===== src/rtl/core/scba_pkg.sv =====
// ----------------------------------------------------------------------------
// scba_pkg
// Shared types and codes for the size-class bitmap slot allocator.
// ----------------------------------------------------------------------------
package scba_pkg;

	localparam int ADDR_W    = 18;
	localparam int BYTES_W   = 16;
	localparam int CLASS_W   = 4;
	localparam int WORD_BITS = 64;
	localparam int BIT_W     = 6;

	localparam logic CMD_ALLOC = 1'b0;
	localparam logic CMD_FREE  = 1'b1;

	typedef enum logic [1:0] {
		ST_OK,
		ST_TOO_LARGE,
		ST_OUT_OF_PAGES,
		ST_BAD_FREE
	} status_t;

	typedef struct packed {
		logic                command;
		logic [BYTES_W-1:0]  request_bytes;
		logic [ADDR_W-1:0]   free_address;
	} request_t;

	typedef struct packed {
		status_t             status;
		logic [CLASS_W-1:0]  size_class;
		logic [ADDR_W-1:0]   slot_address;
	} result_t;

	typedef enum logic [3:0] {
		S_IDLE,
		S_A_CHECK,
		S_W_CK,
		S_W_RD,
		S_CLAIM,
		S_CLR,
		S_S_RD,
		S_S_CK,
		S_S_WR,
		S_F_CHK,
		S_F_RD,
		S_F_CK,
		S_F_RD2,
		S_F_BIT,
		S_ADDR
	} ctrl_state_t;

	typedef enum logic [3:0] {
		OP_NONE,
		OP_LOAD,
		OP_PAGE_NEXT,
		OP_HIT,
		OP_CLAIM,
		OP_CLR,
		OP_WORD_NEXT,
		OP_FOUND,
		OP_SET,
		OP_FPAGE,
		OP_FSLOT,
		OP_CLEAR,
		OP_RES
	} dp_op_t;

	typedef struct packed {
		dp_op_t  op;
		status_t code;
	} dp_cmd_t;

	typedef struct packed {
		logic too_large;
		logic next_zero;
		logic pool_full;
		logic hit;
		logic last_page;
		logic clr_last;
		logic found;
		logic last_word;
		logic free_bad;
		logic slot_bad;
		logic bit_set;
	} dp_stat_t;

endpackage


===== src/rtl/core/scba_ctrl.sv =====
// ----------------------------------------------------------------------------
// scba_ctrl
// Sequencer for allocate and free requests.
// ----------------------------------------------------------------------------
module scba_ctrl (
	input  logic               clk,
	input  logic               arst_n,
	input  logic               start,
	input  logic               command,
	input  scba_pkg::dp_stat_t stat,
	output scba_pkg::dp_cmd_t  cmd,
	output logic               busy
);
	import scba_pkg::*;

	ctrl_state_t state_q, state_d;

	always_ff @(posedge clk or negedge arst_n) begin
		if (!arst_n) begin
			state_q <= S_IDLE;
		end else begin
			state_q <= state_d;
		end
	end

	always_comb begin
		state_d  = state_q;
		cmd.op   = OP_NONE;
		cmd.code = ST_OK;
		busy     = (state_q != S_IDLE);
		unique case (state_q)
			S_IDLE: begin
				if (start) begin
					cmd.op  = OP_LOAD;
					state_d = (command == CMD_FREE) ? S_F_CHK : S_A_CHECK;
				end
			end
			S_A_CHECK: begin
				if (stat.too_large) begin
					cmd.op   = OP_RES;
					cmd.code = ST_TOO_LARGE;
					state_d  = S_IDLE;
				end else if (stat.next_zero) begin
					state_d = S_CLAIM;
				end else begin
					state_d = S_W_CK;
				end
			end
			S_W_CK: begin
				if (stat.hit) begin
					cmd.op  = OP_HIT;
					state_d = S_S_RD;
				end else if (stat.last_page) begin
					if (stat.pool_full) begin
						cmd.op   = OP_RES;
						cmd.code = ST_OUT_OF_PAGES;
						state_d  = S_IDLE;
					end else begin
						state_d = S_CLAIM;
					end
				end else begin
					cmd.op  = OP_PAGE_NEXT;
					state_d = S_W_RD;
				end
			end
			S_W_RD: state_d = S_W_CK;
			S_CLAIM: begin
				cmd.op  = OP_CLAIM;
				state_d = S_CLR;
			end
			S_CLR: begin
				cmd.op = OP_CLR;
				if (stat.clr_last) state_d = S_S_RD;
			end
			S_S_RD: state_d = S_S_CK;
			S_S_CK: begin
				if (stat.found) begin
					cmd.op  = OP_FOUND;
					state_d = S_S_WR;
				end else if (stat.last_word) begin
					cmd.op   = OP_RES;
					cmd.code = ST_OUT_OF_PAGES;
					state_d  = S_IDLE;
				end else begin
					cmd.op  = OP_WORD_NEXT;
					state_d = S_S_RD;
				end
			end
			S_S_WR: begin
				cmd.op  = OP_SET;
				state_d = S_ADDR;
			end
			S_F_CHK: begin
				if (stat.free_bad) begin
					cmd.op   = OP_RES;
					cmd.code = ST_BAD_FREE;
					state_d  = S_IDLE;
				end else begin
					cmd.op  = OP_FPAGE;
					state_d = S_F_RD;
				end
			end
			S_F_RD: state_d = S_F_CK;
			S_F_CK: begin
				if (stat.slot_bad) begin
					cmd.op   = OP_RES;
					cmd.code = ST_BAD_FREE;
					state_d  = S_IDLE;
				end else begin
					cmd.op  = OP_FSLOT;
					state_d = S_F_RD2;
				end
			end
			S_F_RD2: state_d = S_F_BIT;
			S_F_BIT: begin
				if (!stat.bit_set) begin
					cmd.op   = OP_RES;
					cmd.code = ST_BAD_FREE;
					state_d  = S_IDLE;
				end else begin
					cmd.op  = OP_CLEAR;
					state_d = S_ADDR;
				end
			end
			S_ADDR: begin
				// slot address formed and latched with the ok status
				cmd.op   = OP_RES;
				cmd.code = ST_OK;
				state_d  = S_IDLE;
			end
			default: state_d = S_IDLE;
		endcase
	end
endmodule


===== config.mk =====
export PLATFORM = sky130hd
export DESIGN_NAME = scba_ctrl
export DESIGN_NICKNAME = d
export VERILOG_FILES = /design/src/rtl/core/scba_pkg.sv /design/src/rtl/core/scba_ctrl.sv
export SDC_FILE = /design/constraint.sdc
export NUM_CORES = 1
export LEC_CHECK = 0
export ABC_CLOCK_PERIOD_IN_PS = 4800
export BUFFER_PORTS_ARGS = -buffer_cell sky130_fd_sc_hd__buf_4
export CAP_MARGIN = 20
export CORE_MARGIN = 2
export CORE_UTILIZATION = 45
export DETAILED_ROUTE_END_ITERATION = 8
export GPL_TIMING_DRIVEN = 0
export PLACE_DENSITY = 0.73
export SLEW_MARGIN = 20
export SYNTH_ARGS = -nofsm -noshare
export SYNTH_HDL_FRONTEND = slang
export SYNTH_SLANG_ARGS = --single-unit

===== constraint.sdc =====
create_clock -name clk -period 4.8 [get_ports clk]
set_clock_uncertainty 0.1 [all_clocks]
set_input_delay 1.44 -clock clk [delete_from_list [all_inputs] [get_ports clk]]
set_output_delay 1.44 -clock clk [all_outputs]
set_load 0.03 [all_outputs]

# --- Word level (Yosys, flattened, before mapping) ---
# Index checks and enable logic that the tools add are counted.
op_classes:
  n_eq_ne: 16
  n_mux: 33
  reduce_logical: 3
ops:
  columns: ["cell", "count"]
  rows:
  - ["$pmux W4 S14", 1]
  - ["$mux W4", 13]
  - ["$pmux W4 S11", 1]
  - ["$eq A4 B4 Y1 const B", 7]
  - ["$mux W3", 7]
  - ["$eq A4 B3 Y1 const B", 4]
  - ["$mux W2", 7]
  - ["$mux W6", 2]
  - ["$pmux W2 S6", 1]
  - ["$eq A4 B2 Y1 const B", 2]
  - ["$eq A4 B1 Y1 const B", 1]
  - ["$logic_not A4 Y1", 1]
  - ["$ne A2 B2 Y1 const B", 2]
  - ["$reduce_bool A4 Y1", 1]
  - ["$reduce_and A2 Y1", 1]
  - ["$mux W1", 1]
word_totals:
  reg_bits: 4
  inputBits: 15
  output_inout_bits: 7
  word_cells: 53

# --- Logic depth before layout (Yosys ltp) ---
depth:
  depth_word: 4
  ltp_mapped: 6

# --- Worst setup path before layout ---
# No wires, ideal clock.
synth_timing:
  path_kind: "in2out"
  from: "input port stat[0] in the netlist's numbering"
  to: "output port cmd[1] in the netlist's numbering"
  arrival_time_ns: 2.417
  setup_slack_ns: 0.843
  cell_stages: 4
  path_cell_list: "or3b_1 a211oi_2 and3b_1 nand2_1"
synth_rtl:
  columns: ["item", "line_no", "rtl"]
  rows:
  - ["start: declaration", "scba_ctrl.sv:10", "input scba_pkg::dp_stat_t stat,"]
  - ["end: declaration", "scba_ctrl.sv:11", "output scba_pkg::dp_cmd_t cmd,"]

==> results.py <==
metrics = {
    "route": {
        "drt_first_pass_iters": 4,
        "routed_via_density": 6.079,
        "drtIter0Drc": 32,
        "vias": 772,
        "wl_um": 1826,
        "drc": 0,
        "postRouteAntennaNets": 0,
        "wl_per_cell_um": 14.38,
    },
    "cells_and_area": {
        "final_cell_mix": "buf_4 (22), nand3_1 (9), nand2_1 (6), nor2_1 (6), o21ai_0 (6)",
        "largest_reg_flops": 4,
        "drive_gt1_share_pct": 33.04,
        "final_cells": 127,
        "areaGrowthSynthToFinish_pct": 31.93,
        "fillers": 125,
        "n_antenna_cell": 0,
        "reg_top3": "state_q: 4 flops",
        "regMostFlops": "state_q",
        "layout_commonest_cell": "buf_4",
        "layout.nets": 129,
    },
    "floorplan": {
        "core_region_area_sq_mm": 0.001301,
        "start_util_pct": 47.88,
        "die_area_sq_mm": 0.001698,
        "pin_count": 22,
        "rows": 13,
        "die_x_um": 41.21,
        "chipHeight_um": 41.21,
    },
    "pwr": {
        "ir_drop_v": 0.0003439,
        "powerDensity_mw_per_mm2": 682.9,
        "p_leak_uw": 0.0003712,
        "p_total_uw": 561.3,
    },
    "cts": {
        "clkSinkCount": 4,
        "cts.repair.resized": 0,
        "htreeDepth": 1,
        "clk_latency_ns": 0.24,
        "clk_pin_slew_ns": 0.04,
        "cts_setup_buffers": 0,
        "cts_tree": "yes",
        "cts_made_buffers": 3,
        "cts-root-buf": "clkbuf_4",
        "cts_hold_buf": 0,
        "clockBufferDepth": 2,
    },
    "logic_synthesis": {
        "syn_avg_cell_area_sq_um": 7.081,
        "synthTopCellsByArea": "dfrtp_1 (16%), nand3_1 (7.2%), o21ai_0 (4.8%)",
        "mappedNetlistArea_sq_um": 623.1,
        "yosysTopAreaCellShare_pct": 16.06,
        "syn-num-nets": 103,
        "ys_types": 37,
        "synth_warnings": 0,
        "synth.largest_area_cell": "dfrtp_1",
        "synth-seq-cells": 4,
        "seq_area_frac_synth_pct": 16.06,
        "synth_cells": 88,
    },
    "worst_setup_path": {
        "r2r_cells": 5,
        "crit_fanout": 3,
        "required_ns": 3.26,
        "cp.arrival_ns": 2.67,
        "r2r_start": "state_q[2]",
        "end_kind": "output port",
        "start_kind": "input port",
        "crit_type": "in -> out",
        "crit_start": "stat[0]",
        "regToRegSetupSlack_ns": 3.24,
        "timing.rr.end": "state_q[1]",
    },
    "timing": {
        "relSlewSlack_pct": 71.33,
        "max_freq_ghz": 0.2376,
        "slew_violations": 0,
        "fin_setup_tns_ns": 0,
        "whs_ns": 0.6442,
        "finalCritPeriodShare_pct": 87.67,
        "worst_pin_slew_ns": 0.4300,
        "grt_setup_unrepaired": "false",
        "worst_slack_ns": 0.5919,
        "final-hold-violation-count": 0,
        "setup_viol": 0,
        "period_needed_ns": 4.208,
    },
    "global_route": {
        "grt_max_degree": 11,
        "gr-total-overflow": 0,
        "grt_pass1_wl_um": 2670,
        "grt_pass1_vias": 631,
        "grt.total_usage_pct": 24.33,
        "grt_antenna_before_repair": 0,
    },
    "placed_design": {
        "dpl.hpwl_um": 1388,
        "pre_cts_slack_ns": 0.5902,
        "gp_congestion": 0.9029,
        "place_inst": 124,
        "io_buffers": 21,
    },
    "hold_path": {
        "worstHoldEndpoint": "state_q[2]",
        "worstHoldStart": "state_q[0]",
        "holdCritPathClass": "reg -> reg",
        "worstHoldPathCells": 4,
    },
    "run": {
        "drv_cap": 0,
    },
    "outcome": {
        "status": "completed",
    },
}
[cells in the mapped netlist (all sizes together)]
cell type and count:
nand3 9, buf 7, o21ai 7, nand2 6
nor2 6, a21oi 5, inv 5, dfrtp 4
a21o 3, a31oi 3, nand4 3, nor2b 3
o211ai 3, mux2 2, nand3b 2, nand4b 2
o31ai 2, a211oi 1, a221o 1, a22oi 1
a2bb2oi 1, a31o 1, a32o 1, and2b 1
and3 1, and3b 1, clkbuf 1, nand2b 1
nor3 1, nor4b 1, o2111ai 1, o22ai 1
or3b 1
[report_power, final]
| group | internal [uW] | leakage [uW] | switching [uW] |
|---|---|---|---|
| clock network | 28.0 | 0.0000138 | 14.8 |
| logic | 180 | 0.000308 | 278 |
| registers | 50.7 | 0.0000491 | 9.18 |
[stage by stage]
step | instance area (sq um) | utilization [%]
floorplan | 623.1 | -
global placement | 799.5 | 61.44
detailed placement | 799.5 | 61.44
CTS | 822.0 | 63.17
global route | 822.0 | 63.17
finish | 822.0 | 63.17
[how the worst max path moves through the flow]
stage                     endpoint  slack [ns]  depth (start not counted)
after detailed placement    cmd[4]        0.59                          6
after global placement      cmd[4]        0.62                          6
after global routing        cmd[4]        0.54                          6
after CTS                   cmd[4]        0.59                          6
final                       cmd[4]        0.59                          6
after floorplan             cmd[1]        0.84                          4
[cell families after synthesis]
kind of cell	synth area share, %
AOI/OAI and AO/OA	34.74
buffers and inverters	10.64
DFF	16.06
muxes	3.614
and+or+nand+nor	34.94
[metal layers]
metal	vias up	part of all wire, %	global-route usage (%)
li1	382	-	-
met1	348	44	32.79
met2	42	46	39.06
met3	0	9.5	7.065
met4	0	0	3.226
met5	-	0	0
[worst max-delay path, cell delays in order]
cell,delay [ns]
buf_4,0.12
or3b_1,0.36
a211oi_2,0.26
and3b_1,0.24
o211ai_2,0.07
buf_4,0.17
[cell type report]
class / count / area (sq um) / area share [%]
plain buffers: 8 / 47.55 / 5.784
repair buffers: 21 / 157.7 / 19.18
clock buffers: 3 / 22.52 / 2.740
well taps: 15 / 18.77 / 2.283
inverters: 5 / 18.77 / 2.283
flip-flops and latches: 4 / 100.1 / 12.18
multi-input cells: 71 / 456.7 / 55.56
Power figures use the tool's default switching activity.
